File: config.mk
export PLATFORM = sky130hd
export DESIGN_NAME = key_escape_decoder_cursor
export DESIGN_NICKNAME = d
export VERILOG_FILES = /design/src/sv/ked_pkg.sv /design/src/sv/key_escape_decoder_cursor.sv
export SDC_FILE = /design/constraint.sdc
export NUM_CORES = 1
export LEC_CHECK = 0
export ABC_AREA = 1
export BUFFER_PORTS_ARGS = -buffer_cell sky130_fd_sc_hd__buf_4
export CORE_ASPECT_RATIO = 1.4
export CORE_MARGIN = 3
export CORE_UTILIZATION = 25
export DETAILED_ROUTE_END_ITERATION = 10
export SETUP_SLACK_MARGIN = 0.4
export SYNTH_ARGS = -nofsm -noshare
export SYNTH_HDL_FRONTEND = slang
export SYNTH_SLANG_ARGS = --single-unit
export TNS_END_PERCENT = 50
File: constraint.sdc
create_clock -name clk -period 10.8 [get_ports clk]
set_input_delay 2.16 -clock clk [delete_from_list [all_inputs] [get_ports clk]]
set_output_delay 2.16 -clock clk [all_outputs]
set_load 0.01 [all_outputs]
File: src/sv/ked_pkg.sv
package ked_pkg;

    localparam int unsigned KeyW  = 9;
    localparam int unsigned PosW  = 10;
    localparam int unsigned ByteW = 8;
    localparam int unsigned CfgIdxW = 2;

    // register indexes
    localparam logic [CfgIdxW-1:0] RegScreenRows = 2'd0;
    localparam logic [CfgIdxW-1:0] RegScreenCols = 2'd1;

    localparam logic [PosW-1:0] ScreenRowsReset = 10'd24;
    localparam logic [PosW-1:0] ScreenColsReset = 10'd80;

    // input commands
    localparam logic CmdByte    = 1'b0;
    localparam logic CmdTimeout = 1'b1;

    // bytes of interest
    localparam logic [ByteW-1:0] ByteEsc     = 8'h1b;
    localparam logic [ByteW-1:0] ByteCsi     = 8'h5b; // [
    localparam logic [ByteW-1:0] ByteSs3     = 8'h4f; // O
    localparam logic [ByteW-1:0] ByteTilde   = 8'h7e;
    localparam logic [ByteW-1:0] ByteDigit0  = 8'h30;
    localparam logic [ByteW-1:0] ByteDigit9  = 8'h39;
    localparam logic [ByteW-1:0] ByteCtrlQ   = 8'h11;

    // key codes
    localparam logic [KeyW-1:0] KeyEsc   = 9'd27;
    localparam logic [KeyW-1:0] KeyQuit  = 9'h011;
    localparam logic [KeyW-1:0] KeyH     = 9'h068;
    localparam logic [KeyW-1:0] KeyJ     = 9'h06a;
    localparam logic [KeyW-1:0] KeyK     = 9'h06b;
    localparam logic [KeyW-1:0] KeyL     = 9'h06c;
    localparam logic [KeyW-1:0] KeyLeft  = 9'd256;
    localparam logic [KeyW-1:0] KeyRight = 9'd257;
    localparam logic [KeyW-1:0] KeyUp    = 9'd258;
    localparam logic [KeyW-1:0] KeyDown  = 9'd259;
    localparam logic [KeyW-1:0] KeyPgUp  = 9'd260;
    localparam logic [KeyW-1:0] KeyPgDn  = 9'd261;
    localparam logic [KeyW-1:0] KeyHome  = 9'd262;
    localparam logic [KeyW-1:0] KeyEnd   = 9'd263;
    localparam logic [KeyW-1:0] KeyDel   = 9'd264;

    typedef struct packed {
        logic             cmd;
        logic [ByteW-1:0] byte_value;
    } in_item_t;

    typedef struct packed {
        logic [KeyW-1:0] key_code;
        logic [PosW-1:0] cursor_col;
        logic [PosW-1:0] cursor_row;
        logic            quit;
    } out_item_t;

    // ESC [ digit ~
    function automatic logic [KeyW-1:0] tilde_key(input logic [ByteW-1:0] d);
        logic [KeyW-1:0] k;
        case (d)
            8'h31, 8'h37: k = KeyHome;
            8'h34, 8'h38: k = KeyEnd;
            8'h32, 8'h35: k = KeyPgUp;
            8'h36:        k = KeyPgDn;
            8'h33:        k = KeyDel;
            default:      k = KeyEsc;
        endcase
        return k;
    endfunction

    // ESC [ letter
    function automatic logic [KeyW-1:0] csi_letter(input logic [ByteW-1:0] b);
        logic [KeyW-1:0] k;
        case (b)
            8'h41:   k = KeyUp;
            8'h42:   k = KeyDown;
            8'h43:   k = KeyRight;
            8'h44:   k = KeyLeft;
            8'h48:   k = KeyHome;
            8'h46:   k = KeyEnd;
            default: k = KeyEsc;
        endcase
        return k;
    endfunction

    // ESC O letter
    function automatic logic [KeyW-1:0] ss3_letter(input logic [ByteW-1:0] b);
        logic [KeyW-1:0] k;
        case (b)
            8'h48:   k = KeyHome;
            8'h46:   k = KeyEnd;
            default: k = KeyEsc;
        endcase
        return k;
    endfunction

endpackage

File: src/sv/key_escape_decoder_cursor.sv
// Channel  Direction  Handshake        Payload
// in       input      valid / stall    in_data   (cmd, byte_value)
// out      output     valid / stall    out_data  (key_code, cursor_col, cursor_row, quit)
// cfg      input      valid / ready    cfg_index, cfg_data (screen_rows, screen_cols)
//
// One beat is taken per cycle unless in stalls; its key, if any, is registered for out.
// Parser and cursor state advance when the beat is taken; an output register
// plus one skid entry part the two sides, so in stalls only while the skid is full.
// Reset clears parser, cursor, and the valid flags of both output slots; screen size returns to 24 x 80.
// cfg_ready is always high.
module key_escape_decoder_cursor (
    input  logic                          clk,
    input  logic                          rst_n,
    input  logic                          in_valid,
    output logic                          in_stall,
    input  ked_pkg::in_item_t             in_data,
    output logic                          out_valid,
    input  logic                          out_stall,
    output ked_pkg::out_item_t            out_data,
    input  logic                          cfg_valid,
    output logic                          cfg_ready,
    input  logic [ked_pkg::CfgIdxW-1:0]   cfg_index,
    input  logic [ked_pkg::PosW-1:0]      cfg_data
);

    localparam logic [2:0] PhIdle  = 3'd0;
    localparam logic [2:0] PhEsc   = 3'd1;
    localparam logic [2:0] PhCsi   = 3'd2;
    localparam logic [2:0] PhSs3   = 3'd3;
    localparam logic [2:0] PhSkip  = 3'd4;
    localparam logic [2:0] PhDigit = 3'd5;

    logic [ked_pkg::PosW-1:0]  screen_rows_reg;
    logic [ked_pkg::PosW-1:0]  screen_cols_reg;
    logic [2:0]                phase_reg;
    logic [2:0]                phase_next;
    logic [ked_pkg::ByteW-1:0] digit_reg;
    logic [ked_pkg::ByteW-1:0] digit_next;
    logic [ked_pkg::PosW-1:0]  col_reg;
    logic [ked_pkg::PosW-1:0]  col_next;
    logic [ked_pkg::PosW-1:0]  row_reg;
    logic [ked_pkg::PosW-1:0]  row_next;

    logic                      out_valid_reg;
    ked_pkg::out_item_t        out_data_reg;
    logic                      skid_valid_reg;
    ked_pkg::out_item_t        skid_data_reg;

    logic                      in_fire;
    logic                      out_fire;
    logic                      emit;
    logic [ked_pkg::KeyW-1:0]  key;
    logic [ked_pkg::PosW-1:0]  max_row;
    logic [ked_pkg::PosW-1:0]  max_col;
    logic [ked_pkg::PosW-1:0]  row_clamp;
    logic [ked_pkg::PosW-1:0]  col_clamp;
    logic                      timeout;
    logic [ked_pkg::ByteW-1:0] b;
    ked_pkg::out_item_t        res;

    assign cfg_ready = 1'b1;
    assign in_stall  = skid_valid_reg;
    assign in_fire   = in_valid && !in_stall;
    assign out_fire  = out_valid_reg && !out_stall;
    assign out_valid = out_valid_reg;
    assign out_data  = out_data_reg;

    assign timeout = (in_data.cmd == ked_pkg::CmdTimeout);
    assign b       = in_data.byte_value;

    // zero size counts as one
    assign max_row   = (screen_rows_reg == '0) ? '0 : screen_rows_reg - 1'b1;
    assign max_col   = (screen_cols_reg == '0) ? '0 : screen_cols_reg - 1'b1;
    assign row_clamp = (row_reg > max_row) ? max_row : row_reg;
    assign col_clamp = (col_reg > max_col) ? max_col : col_reg;

    always_comb
    begin
        phase_next = phase_reg;
        digit_next = digit_reg;
        emit       = 1'b0;
        key        = ked_pkg::KeyEsc;
        if (phase_reg == PhIdle)
        begin
            if (!timeout)
            begin
                if (b == ked_pkg::ByteEsc)
                    phase_next = PhEsc;
                else
                begin
                    emit = 1'b1;
                    key  = {1'b0, b};
                end
            end
        end
        else if (timeout)
        begin
            phase_next = PhIdle;
            emit       = 1'b1;
        end
        else
        begin
            phase_next = PhIdle;
            emit       = 1'b1;
            case (phase_reg)
                PhEsc:
                begin
                    emit = 1'b0;
                    if (b == ked_pkg::ByteCsi)
                        phase_next = PhCsi;
                    else if (b == ked_pkg::ByteSs3)
                        phase_next = PhSs3;
                    else
                        phase_next = PhSkip;
                end
                PhCsi:
                begin
                    if (b >= ked_pkg::ByteDigit0 && b <= ked_pkg::ByteDigit9)
                    begin
                        emit       = 1'b0;
                        digit_next = b;
                        phase_next = PhDigit;
                    end
                    else
                        key = ked_pkg::csi_letter(b);
                end
                PhSs3:   key = ked_pkg::ss3_letter(b);
                PhDigit: key = (b == ked_pkg::ByteTilde) ? ked_pkg::tilde_key(digit_reg)
                                                         : ked_pkg::KeyEsc;
                default: key = ked_pkg::KeyEsc;
            endcase
        end
    end

    always_comb
    begin
        row_next = row_clamp;
        col_next = col_clamp;
        case (key)
            ked_pkg::KeyK, ked_pkg::KeyUp:
                if (row_clamp != '0) row_next = row_clamp - 1'b1;
            ked_pkg::KeyJ, ked_pkg::KeyDown:
                if (row_clamp < max_row) row_next = row_clamp + 1'b1;
            ked_pkg::KeyL, ked_pkg::KeyRight:
                if (col_clamp < max_col) col_next = col_clamp + 1'b1;
            ked_pkg::KeyH, ked_pkg::KeyLeft:
                if (col_clamp != '0) col_next = col_clamp - 1'b1;
            ked_pkg::KeyPgUp: row_next = '0;
            ked_pkg::KeyPgDn: row_next = max_row;
            ked_pkg::KeyHome: col_next = '0;
            ked_pkg::KeyEnd:  col_next = max_col;
            default: ;
        endcase
        res.key_code   = key;
        res.cursor_col = col_next;
        res.cursor_row = row_next;
        res.quit       = (key == ked_pkg::KeyQuit);
    end

    always_ff @(posedge clk or negedge rst_n)
    begin
        if (!rst_n)
        begin
            screen_rows_reg <= ked_pkg::ScreenRowsReset;
            screen_cols_reg <= ked_pkg::ScreenColsReset;
        end
        else if (cfg_valid && cfg_ready)
        begin
            if (cfg_index == ked_pkg::RegScreenRows)
                screen_rows_reg <= cfg_data;
            else if (cfg_index == ked_pkg::RegScreenCols)
                screen_cols_reg <= cfg_data;
        end
    end

    always_ff @(posedge clk or negedge rst_n)
    begin
        if (!rst_n)
        begin
            phase_reg <= PhIdle;
            digit_reg <= '0;
            col_reg   <= '0;
            row_reg   <= '0;
        end
        else if (in_fire)
        begin
            phase_reg <= phase_next;
            digit_reg <= digit_next;
            // cursor only moves when a key is reported
            if (emit)
            begin
                col_reg <= col_next;
                row_reg <= row_next;
            end
        end
    end

    always_ff @(posedge clk or negedge rst_n)
    begin
        if (!rst_n)
        begin
            out_valid_reg  <= 1'b0;
            skid_valid_reg <= 1'b0;
        end
        else if (!out_valid_reg || out_fire)
        begin
            if (skid_valid_reg)
            begin
                out_valid_reg  <= 1'b1;
                skid_valid_reg <= 1'b0;
            end
            else
                out_valid_reg <= in_fire && emit;
        end
        else if (in_fire && emit)
            skid_valid_reg <= 1'b1;
    end

    always_ff @(posedge clk)
    begin
        if (!out_valid_reg || out_fire)
        begin
            if (skid_valid_reg)
                out_data_reg <= skid_data_reg;
            else if (in_fire && emit)
                out_data_reg <= res;
        end
        else if (in_fire && emit)
            skid_data_reg <= res;
    end

endmodule

==> summary.txt <==
synthesized area = 9030 sq um
CP Data Arrival Time = 5560 ps
clock root buffer = clkbuf_16
Area Overhead vs Synth = 17.0%
P_sw = 1.75 mW
Distinct cells, synth = 51
actual slew at the worst max-slew pin = 1080 ps
RSZ-0062 raised after global routing = no
TritonRoute pass-1 iters = 5
setup TNS = 0 ps
antenna violations before repair = 0
Leakage = 5.12 nW
number of global-route vias before repair = 8,327
most frequent cell after synthesis = nand2_1
Yosys top cell by area = edfxtp_1
FP Rows = 81
syn_area_per_cell = 6.99 sq um
crit start category = register
share of flip-flops with an asynchronous set or reset = 46.9%
Register-to-Register Setup Slack = 5420 ps
Die ar. = 38,500 sq um
Die X = 167 microns
Setup Fix Bufs, Post-CTS = 0
Mapped Cells = 1,292
crit path max-delay cell type = o21ai_1
worst skew pair latency = 430 ps
Yosys reg bits = 113
Critical path origin = screen_rows_reg[0]$_DFFE_PN0P_
Critical Path RT = 10,970 ps
Worst Hold Launch = digit_reg[4]$_DFFE_PN0P_
sequential area share after synthesis = 34.7%
clock slew at reported path FFs = 60 ps
clk sink count = 113
Reg power frac = 21.4%
grt total ovfl = 0
htree depth = 4
worst setup margin = 5420 ps
post-CTS sizing = 0
slowest stage delay, CP = 490 ps
ys flop type = edfxtp_1
core area = 35,300 sq um
Remaining DRCs = 0
crit path max fanout = 18
status = complete, no violations
hold buffers post-CTS = 0
Initial Util = 25.6%
Period minus WS final = 5380 ps
All-Layer GR Usage = 14.0%
Yosys warnings = 0
IO Port Bufs = 57
ratio of cells with drive above 1 in the final layout = 16.5%
Setup crit end kind = register
DR vias/cell = 4.62
diode count = 0
depth of the worst hold-timing path = 1
GPL Wtd Cong = 0.929
final net count = 1,420
# IOs = 59
Int Pwr = 1.75 mW
max_cap viols = 0
first-pass GRT wire length = 43,500 microns
clk buf depth = 2
Worst Skew = 11.6 ps
largest net degree at the start of global routing = 54
number of buffers created by CTS = 17
final hold vios = 0
CTS tree = built
Switching Fraction = 50.0%
wire per inst = 14.5 microns
Die Ht = 231 microns
share of the synthesized area in the top cell type = 19.9%
synth top area cells = edfxtp_1, nand2_1, dfrtp_1
Post-DRT Antenna Nets = 0
clock share of power = 17.6%
final wirelength = 26,300 microns
Post-synth EDFFs = 60
fin crit share = 49.8%
PwrDens = 331 nW/um^2
Max-Slew Margin vs Limit = 27.9%
final count of negative-setup-slack endpoints = 0
top cells by count, synth = nand2_1, inv_1, nand3_1
detailed-route via count = 8,392
Tightest Hold Check Type = reg2reg
Max Slew Vio Count = 0
pre-CTS WS = 5510 ps
Crit Path Class = reg2reg
Comb power frac = 61.0%
RR Startpoint = screen_rows_reg[0]$_DFFE_PN0P_
Max Freq = 186 MHz
DRT iter0 DRCs = 634
syn nets = 1,363
HPWL after DPL = 20,700 microns
VDD IR-drop max = 121 uV
Worst R2R Path Depth = 32
==> final timing paths <==
| path | to |
|---|---|
| min | digit_reg[4]$_DFFE_PN0P_ |
| min reg2reg | digit_reg[4]$_DFFE_PN0P_ |
| max | skid_data_reg[5]$_DFFE_PP_ |
| max reg2reg | skid_data_reg[5]$_DFFE_PP_ |
| min in group asynchronous | row_reg[0]$_DFFE_PN0P_ |
| max in group asynchronous | screen_rows_reg[5]$_DFFE_PN0P_ |
==> power groups by stage <==
stage	registers, mW	logic (mW)	clock network (mW)
2_1_floorplan	0.752	1.57	0
3_3_place_gp	0.760	2.09	0
3_5_place_dp	0.756	2.12	0
4_1_cts	0.752	2.13	0.623
5_1_grt	0.765	2.43	0.641
6_report	0.750	2.13	0.615
==> layer usage <==
metal	track usage [%]	vias up	share of wire (%)	wire length (microns)
met5	0	-	0	0
met4	5.47	0	2.8	736
met3	2.36	51	3.9	1040
met2	24.7	203	50	13200
met1	17.0	3842	43	11400
li1	-	4296	-	-
==> critical path: cells and delay by family (launching register included) <==
| kind | cells | cell delay (ps) |
|---|---|---|
| and+or+nand+nor | 16 | 1890 |
| AOI/OAI and AO/OA | 5 | 1070 |
| buffers and inverters | 8 | 870 |
| adders and majority gates | 3 | 830 |
| DFF | 1 | 460 |
==> metrics by stage <==
step                      power [mW]  util (%)  std cells  instance area (sq um)  hold slack, ps
after global placement          2.85      28.2       1786                   9940             448
after detailed placement        2.88      28.2       1786                   9940             461
after CTS                       3.51      30.0       1817                  10600             475
after floorplan                 2.32         -       1292                   9030             439
final                           3.50      30.0       1817                  10600             470
after global routing            3.84      30.0       1817                  10600             491
==> layout by cell type (no fill, tap or decap), drive strengths merged <==
cell      synthesis  routed
nor2            145     145
a21boi            3       3
o221a             1       1
dfrtp            49      49
clkinvlp          0       1
conb              1       1
o21bai            1       1
nor3             12      12
a22oi             1       1
clkinv            1       5
buf              10      60
o31ai             1       1
a41oi             1       1
and2             13      13
nand2           460     460
a21oi            32      32
dfstp             4       4
o21ai            68      68
o21a              1       1
edfxtp           60      60
nand3b            1       1
bufinv            0       4
xor2             12      12
clkbuf           12      22
or2               3       3
nor4              3       3
ha               45      45
o22ai             1       1
inv             167     167
nand3           154     154
o211ai            2       2
nand4            28      28
==> area by class of cell <==
cell class | count | area (sq um)
well taps | 456 | 571
clock buffers | 22 | 475
flip-flops and latches | 113 | 3130
inverters | 168 | 636
clock inverters | 9 | 155
multi-input cells | 989 | 5150
repair buffers | 60 | 450
fillers | 3871 | 24700
==> kinds of logic after synthesis <==
family | after synthesis | synth area share [%]
xor+xnor | 12 | 1.16
buf+inv | 190 | 8.49
simple gates | 819 | 41.9
compound gates | 112 | 7.47
other cells | 1 | 0.0415
fa+ha+maj | 45 | 6.23
flops | 113 | 34.7
Note: power is estimated with default switching activity, not from simulation.
